--- src/hdl/bef_pkg.sv ---
// Shared types and constants for the bond electric-field force unit.
package bef_pkg;

    localparam int DATA_W = 32;   // Q format word
    localparam int MAG_W  = 33;   // magnitude of a coordinate difference
    localparam int NORM_W = 31;   // normalized magnitude, top bit at position 30
    localparam int RAD_W  = 64;   // sum of squares
    localparam int ROOT_W = 32;   // bond length after normalization
    localparam int DE_W   = 34;   // projection u.E, signed
    localparam int T_W    = 35;   // t term, signed
    localparam int KD_W   = 64;   // |k| * |de|

    typedef enum logic [1:0] {
        REG_FORCE_CONSTANT = 2'd0,
        REG_FIELD_X        = 2'd1,
        REG_FIELD_Y        = 2'd2,
        REG_FIELD_Z        = 2'd3
    } reg_idx_t;

    typedef struct packed {
        logic signed [DATA_W-1:0] first_x;
        logic signed [DATA_W-1:0] first_y;
        logic signed [DATA_W-1:0] first_z;
        logic signed [DATA_W-1:0] second_x;
        logic signed [DATA_W-1:0] second_y;
        logic signed [DATA_W-1:0] second_z;
        logic                     in_group_first;
        logic                     in_group_second;
        logic                     last_bond;
    } bond_in_t;

    typedef struct packed {
        logic signed [DATA_W-1:0] force_x;
        logic signed [DATA_W-1:0] force_y;
        logic signed [DATA_W-1:0] force_z;
        logic                     apply_first;
        logic                     apply_second;
        logic                     degenerate;
        logic                     last_out;
    } force_out_t;

    // flags that ride along the pipeline; degenerate is set in s2
    typedef struct packed {
        logic apply_first;
        logic apply_second;
        logic degenerate;
        logic last_out;
    } side_t;

    localparam int SIDE_W = $bits(side_t);

endpackage

--- src/hdl/bef_sqrt.sv ---
// Pipelined integer square root, one result bit per stage.
module bef_sqrt
    import bef_pkg::*;
#(
    parameter int TAG_W = 8
)
(
    input  logic              clk,
    input  logic              rst_n,
    input  logic              en,
    input  logic              vld_in,
    input  logic [RAD_W-1:0]  rad,
    input  logic [TAG_W-1:0]  tag_in,
    output logic              vld_out,
    output logic [ROOT_W-1:0] root,
    output logic [TAG_W-1:0]  tag_out
);

    localparam int STEPS = ROOT_W;
    localparam int REM_W = ROOT_W + 1;

    logic [REM_W-1:0]  rem_reg  [1:STEPS];
    logic [ROOT_W-1:0] root_reg [1:STEPS];
    logic [RAD_W-1:0]  rad_reg  [1:STEPS];
    logic [TAG_W-1:0]  tag_reg  [1:STEPS];
    logic              vld_reg  [1:STEPS];

    logic [REM_W-1:0]  rem_cur  [0:STEPS-1];
    logic [ROOT_W-1:0] root_cur [0:STEPS-1];
    logic [RAD_W-1:0]  rad_cur  [0:STEPS-1];
    logic [TAG_W-1:0]  tag_cur  [0:STEPS-1];
    logic              vld_cur  [0:STEPS-1];

    assign rem_cur[0]  = '0;
    assign root_cur[0] = '0;
    assign rad_cur[0]  = rad;
    assign tag_cur[0]  = tag_in;
    assign vld_cur[0]  = vld_in;

    for (genvar k = 0; k < STEPS; k++) begin : g_step
        logic [REM_W+1:0]  rem_s;
        logic [REM_W+1:0]  trial;
        logic              ge;
        logic [REM_W+1:0]  rem_d;
        logic [REM_W-1:0]  rem_next;
        logic [ROOT_W-1:0] root_next;

        if (k > 0) begin : g_link
            assign rem_cur[k]  = rem_reg[k];
            assign root_cur[k] = root_reg[k];
            assign rad_cur[k]  = rad_reg[k];
            assign tag_cur[k]  = tag_reg[k];
            assign vld_cur[k]  = vld_reg[k];
        end

        always_comb
        begin
            rem_s     = {rem_cur[k], rad_cur[k][RAD_W-1 -: 2]};
            trial     = {1'b0, root_cur[k], 2'b01};
            ge        = (rem_s >= trial);
            rem_d     = ge ? (rem_s - trial) : rem_s;
            rem_next  = rem_d[REM_W-1:0];
            root_next = {root_cur[k][ROOT_W-2:0], ge};
        end

        always_ff @(posedge clk or negedge rst_n)
        begin
            if (!rst_n)
            begin
                vld_reg[k+1] <= 1'b0;
            end
            else if (en)
            begin
                vld_reg[k+1] <= vld_cur[k];
            end
        end

        always_ff @(posedge clk)
        begin
            if (en)
            begin
                rem_reg[k+1]  <= rem_next;
                root_reg[k+1] <= root_next;
                rad_reg[k+1]  <= {rad_cur[k][RAD_W-3:0], 2'b00};
                tag_reg[k+1]  <= tag_cur[k];
            end
        end
    end

    assign vld_out = vld_reg[STEPS];
    assign root    = root_reg[STEPS];
    assign tag_out = tag_reg[STEPS];

endmodule

--- config.mk ---
export PLATFORM = sky130hd
export DESIGN_NAME = bef_sqrt
export DESIGN_NICKNAME = d
export VERILOG_FILES = /design/src/hdl/bef_pkg.sv /design/src/hdl/bef_sqrt.sv
export SDC_FILE = /design/constraint.sdc
export NUM_CORES = 2
export LEC_CHECK = 0
export BUFFER_PORTS_ARGS = -buffer_cell sky130_fd_sc_hd__buf_4
export CAP_MARGIN = 15
export CORE_MARGIN = 1.5
export CORE_UTILIZATION = 50
export CTS_CLUSTER_DIAMETER = 60
export DETAILED_ROUTE_END_ITERATION = 10
export PLACE_DENSITY = 0.65
export SYNTH_ARGS = -nofsm -noshare
export SYNTH_HDL_FRONTEND = slang
export SYNTH_MEMORY_MAX_BITS = 65536
export SYNTH_SLANG_ARGS = --single-unit
--- constraint.sdc ---
create_clock -name clk -period 7.5 [get_ports clk]
set_input_delay 0.375 -clock clk [delete_from_list [all_inputs] [get_ports clk]]
set_output_delay 0.375 -clock clk [all_outputs]
set_load 0.01 [all_outputs]
==> flow_summary.toml <==
[cts]
cts_made_buffers = 320
post_cts.repair.setup_buffers = 0
cts_root_buf = "sky130_fd_sc_hd__clkbuf_16"
cts.htree.levels = 5
tritoncts = "yes"
cts_sinks = 2783
clock_insertion_delay_at_the_later_pin_of_the_skew_report_ns = 0.93
clk_pin_slew_ns = 0.06
clockBufferDepth = 4

[logic_synthesis]
synth_top_cell_by_area = "sky130_fd_sc_hd__edfxtp_1"
syn_avg_cell_area_um2 = 13.40
synth.area.top_cells = "sky130_fd_sc_hd__edfxtp_1 66%, sky130_fd_sc_hd__ha_1 5.6%, sky130_fd_sc_hd__xnor2_1 2.8%, sky130_fd_sc_hd__xor2_1 2.6%, sky130_fd_sc_hd__a21oi_1 2.2%"
ys_top_cells_by_count = "2,751 x sky130_fd_sc_hd__edfxtp_1, 703 x sky130_fd_sc_hd__inv_1, 591 x sky130_fd_sc_hd__nor2_1"
postSynthNetCount = 10016
asyncSetResetFlopFracSynth = 0.01150
cell_with_the_most_instances_after_synthesis = "sky130_fd_sc_hd__edfxtp_1"
syn-cell-area_um2 = 125700
synth_edf_count = 2751
synth-seq-area-share = 0.6637
synth_cell_type_count = 107
synth-seq-cells = 2783
netlist_instances = 9379
yosysWarnings = 0
postSynth.topFlopCell = "sky130_fd_sc_hd__edfxtp_1"
yosys.area.top_type_share = 0.6573

[setup_path]
cp.required_ns = 8.14
worstPathArrival_ns = 4.87
worstPathBufferInverterCount = 1
r2r.worst_path.cells = 11
worst_setup_path_end_kind = "flop"
worst_r2r_startpoint = "rem_reg[0][363]"
cpLargestDelayFamily = "compound AO/OA/AOI/OAI gates"
criticalPathCategory = "flop to flop"
crit_path_cell_trace = "ha_1, o21a_1, o21ai_0, a21oi_1, a2111oi_0, buf_4, o2bb2ai_1, o41a_1, nor3_1, nor3b_1, xor2_1"
reg2reg_slack_ns = 3.27
r2r-end = "rem_reg[0][418]"
critical_path.slowest_cell = "sky130_fd_sc_hd__o41a_1"
setup.worst_path.start_class = "flop"
timing.critical_path.slowest_cell_delay_ns = 0.94
critical_path.max_fanout = 29

[power_and_ir_drop]
leakagePower_nw = 53.65
vdd_drop_max_mv = 0.2504
areal_power_density_over_the_cells_nw_per_um2 = 310.7
post-layout-total-power_mw = 43.93

[timing]
worst_slew_pin_slew_ns = 1.129
timing.final.ws_setup_ns = 3.267
final_hold_violation_count = 0
timing.final.crit_share = 0.5644
report.final.setup_viol = 0
finalSetupTns_ns = 0
setup_repair_after_global_routing_missed_its_margin = "false"
final.hold.worst_slack_ns = 0.1601
setup_clock_skew_after_layout_ns = 0.05859
post-route-min-period_ns = 4.233
slew-limit-headroom = 0.2472
final_max_slew_viol_count = 0
max_freq_mhz = 236.3

[route]
antenna_violating_nets_post_route = 0
total_length_of_routed_wires_um = 250200
drc = 0
post_drt_via_cell_ratio = 5.524
detail_route.iter0.violations = 5868
drt-wirelength-per-cell_um = 18.79
detailroute.via_count = 73576
dr.pass1.iters = 7

[grt]
grt_pass1_vias = 72176
grt_first_pass_wirelength_um = 394800
initial_antenna_violation_count = 2
track_usage = 0.1934
grt_max_degree = 182
globalRoute.totalOverflow = 0

[hold_path]
min_delay_worst_endpoint = "rad_reg[0][94]"
holdCritStartpoint = "rad[32]"
timing.hold.worst.class = "input port to flop"
timing.hold.worst_path_depth = 2

[final_layout]
nNetsFinal = 10390
num-fill-cells = 19915
layoutNonFillerInstCount = 13320
finish.instance_area_um2 = 141400
synthToLayoutAreaGrowth_pct = 12.51
largest_reg_flops = 992
finish.utilization = 0.5671
layout-drive-gt1-share = 0.08571

[place]
post-place-cells = 12681
dpl-instance-area_um2 = 130500
routabilityCongestion = 0.9091
dp_worst_setup_slack_ns = 3.150
portBuffers = 116
hpwl_um = 174500

[floorplanning]
total_die_area_um2 = 254400
floorplan.rows = 183
standard_cell_core_area_um2 = 249300
initial_utilization = 0.5040
floorplan.die.height_um = 504.4
die_width_um = 504.4
top_level_ports = 117

[run_status]
status = "completed"

[run]
timing.max_cap.violations = 0
-- timing repair --
action                    in CTS  in global routing
hold endpoints to repair     176                  0
hold buffers                  79                  0
gates resized for setup        0                  0
-- placed cells by master, fill, tap and decap left out, types with 23 or more instances in the layout --
| master | n |
|---|---|
| sky130_fd_sc_hd__or2_2 | 47 |
| sky130_fd_sc_hd__xor2_1 | 377 |
| sky130_fd_sc_hd__nand2b_1 | 122 |
| sky130_fd_sc_hd__nand4_1 | 87 |
| sky130_fd_sc_hd__nor2b_1 | 69 |
| sky130_fd_sc_hd__clkinv_1 | 55 |
| sky130_fd_sc_hd__o21bai_1 | 48 |
| sky130_fd_sc_hd__o21a_1 | 124 |
| sky130_fd_sc_hd__dfrtp_1 | 32 |
| sky130_fd_sc_hd__clkbuf_16 | 328 |
| sky130_fd_sc_hd__or4_1 | 64 |
| sky130_fd_sc_hd__xnor2_1 | 405 |
| sky130_fd_sc_hd__o211ai_1 | 31 |
| sky130_fd_sc_hd__edfxtp_1 | 2751 |
| sky130_fd_sc_hd__ha_1 | 561 |
| sky130_fd_sc_hd__inv_1 | 703 |
| sky130_fd_sc_hd__o21ai_0 | 443 |
| sky130_fd_sc_hd__nand2_1 | 561 |
| sky130_fd_sc_hd__and3_1 | 53 |
| sky130_fd_sc_hd__nor3b_1 | 23 |
| sky130_fd_sc_hd__nor2_1 | 590 |
| sky130_fd_sc_hd__a31oi_1 | 55 |
| sky130_fd_sc_hd__clkbuf_1 | 45 |
| sky130_fd_sc_hd__buf_4 | 147 |
| sky130_fd_sc_hd__nand3_1 | 155 |
| sky130_fd_sc_hd__a21o_1 | 241 |
| sky130_fd_sc_hd__clkinv_2 | 53 |
| sky130_fd_sc_hd__or3_1 | 94 |
| sky130_fd_sc_hd__a21boi_0 | 32 |
| sky130_fd_sc_hd__mux2_2 | 118 |
| sky130_fd_sc_hd__and2_1 | 34 |
| sky130_fd_sc_hd__nor3_1 | 221 |
| sky130_fd_sc_hd__a211oi_1 | 44 |
| sky130_fd_sc_hd__dlygate4sd3_1 | 78 |
| sky130_fd_sc_hd__a21oi_1 | 552 |
| sky130_fd_sc_hd__o31ai_1 | 67 |
| sky130_fd_sc_hd__nor4_1 | 123 |
-- area by class of cell --
cell class,count,area [um^2],area share
Sequential cell,2783,83410,0.5899
Tap cell,3330,4167,0.02947
Multi-Input combinational cell,5694,38880,0.2750
Timing Repair Buffer,242,2223,0.01572
Inverter,712,2675,0.01892
Clock buffer,376,8418,0.05954
Antenna cell,3,7.507,0.00005309
Clock inverter,180,1613,0.01141
-- how the worst max path moves through the flow --
stage	slack, ns	cells past startpoint	to	startpoint
final	3.27	11	rem_reg[0][418]	rem_reg[0][363]
after global routing	3.01	11	rem_reg[0][418]	rem_reg[0][363]
after CTS	3.15	9	rem_reg[0][688]	rem_reg[0][651]
after detailed placement	3.15	9	rem_reg[0][688]	rem_reg[0][651]
after global placement	3.22	9	rem_reg[0][686]	rem_reg[0][651]
after floorplan	4.21	10	rem_reg[0][1055]	rem_reg[0][998]
-- metal layers --
metal,share of wire,vias to the layer above,global-route usage
met1,0.43,35682,0.2528
met5,0,-,0
met2,0.49,1699,0.3332
li1,-,35648,-
met3,0.040,547,0.02592
met4,0.032,0,0.06303
-- cells by family after synthesis --
group | Yosys count | synth area share
buf+inv | 902 | 0.02725
flops | 2783 | 0.6637
xor+xnor | 782 | 0.05450
mux | 142 | 0.01254
fa+ha+maj | 561 | 0.05585
other cells | 1 | 0.00002984
compound gates | 1859 | 0.09290
simple gates | 2349 | 0.09326
-- power breakdown --
| part | switching [mW] | internal [mW] |
|---|---|---|
| Clock | 6.07 | 8.79 |
| Sequential | 1.21 | 19.5 |
| Combinational | 4.83 | 3.50 |
| Total | 12.1 | 31.8 |
Note: power is estimated with default switching activity, not from simulation.
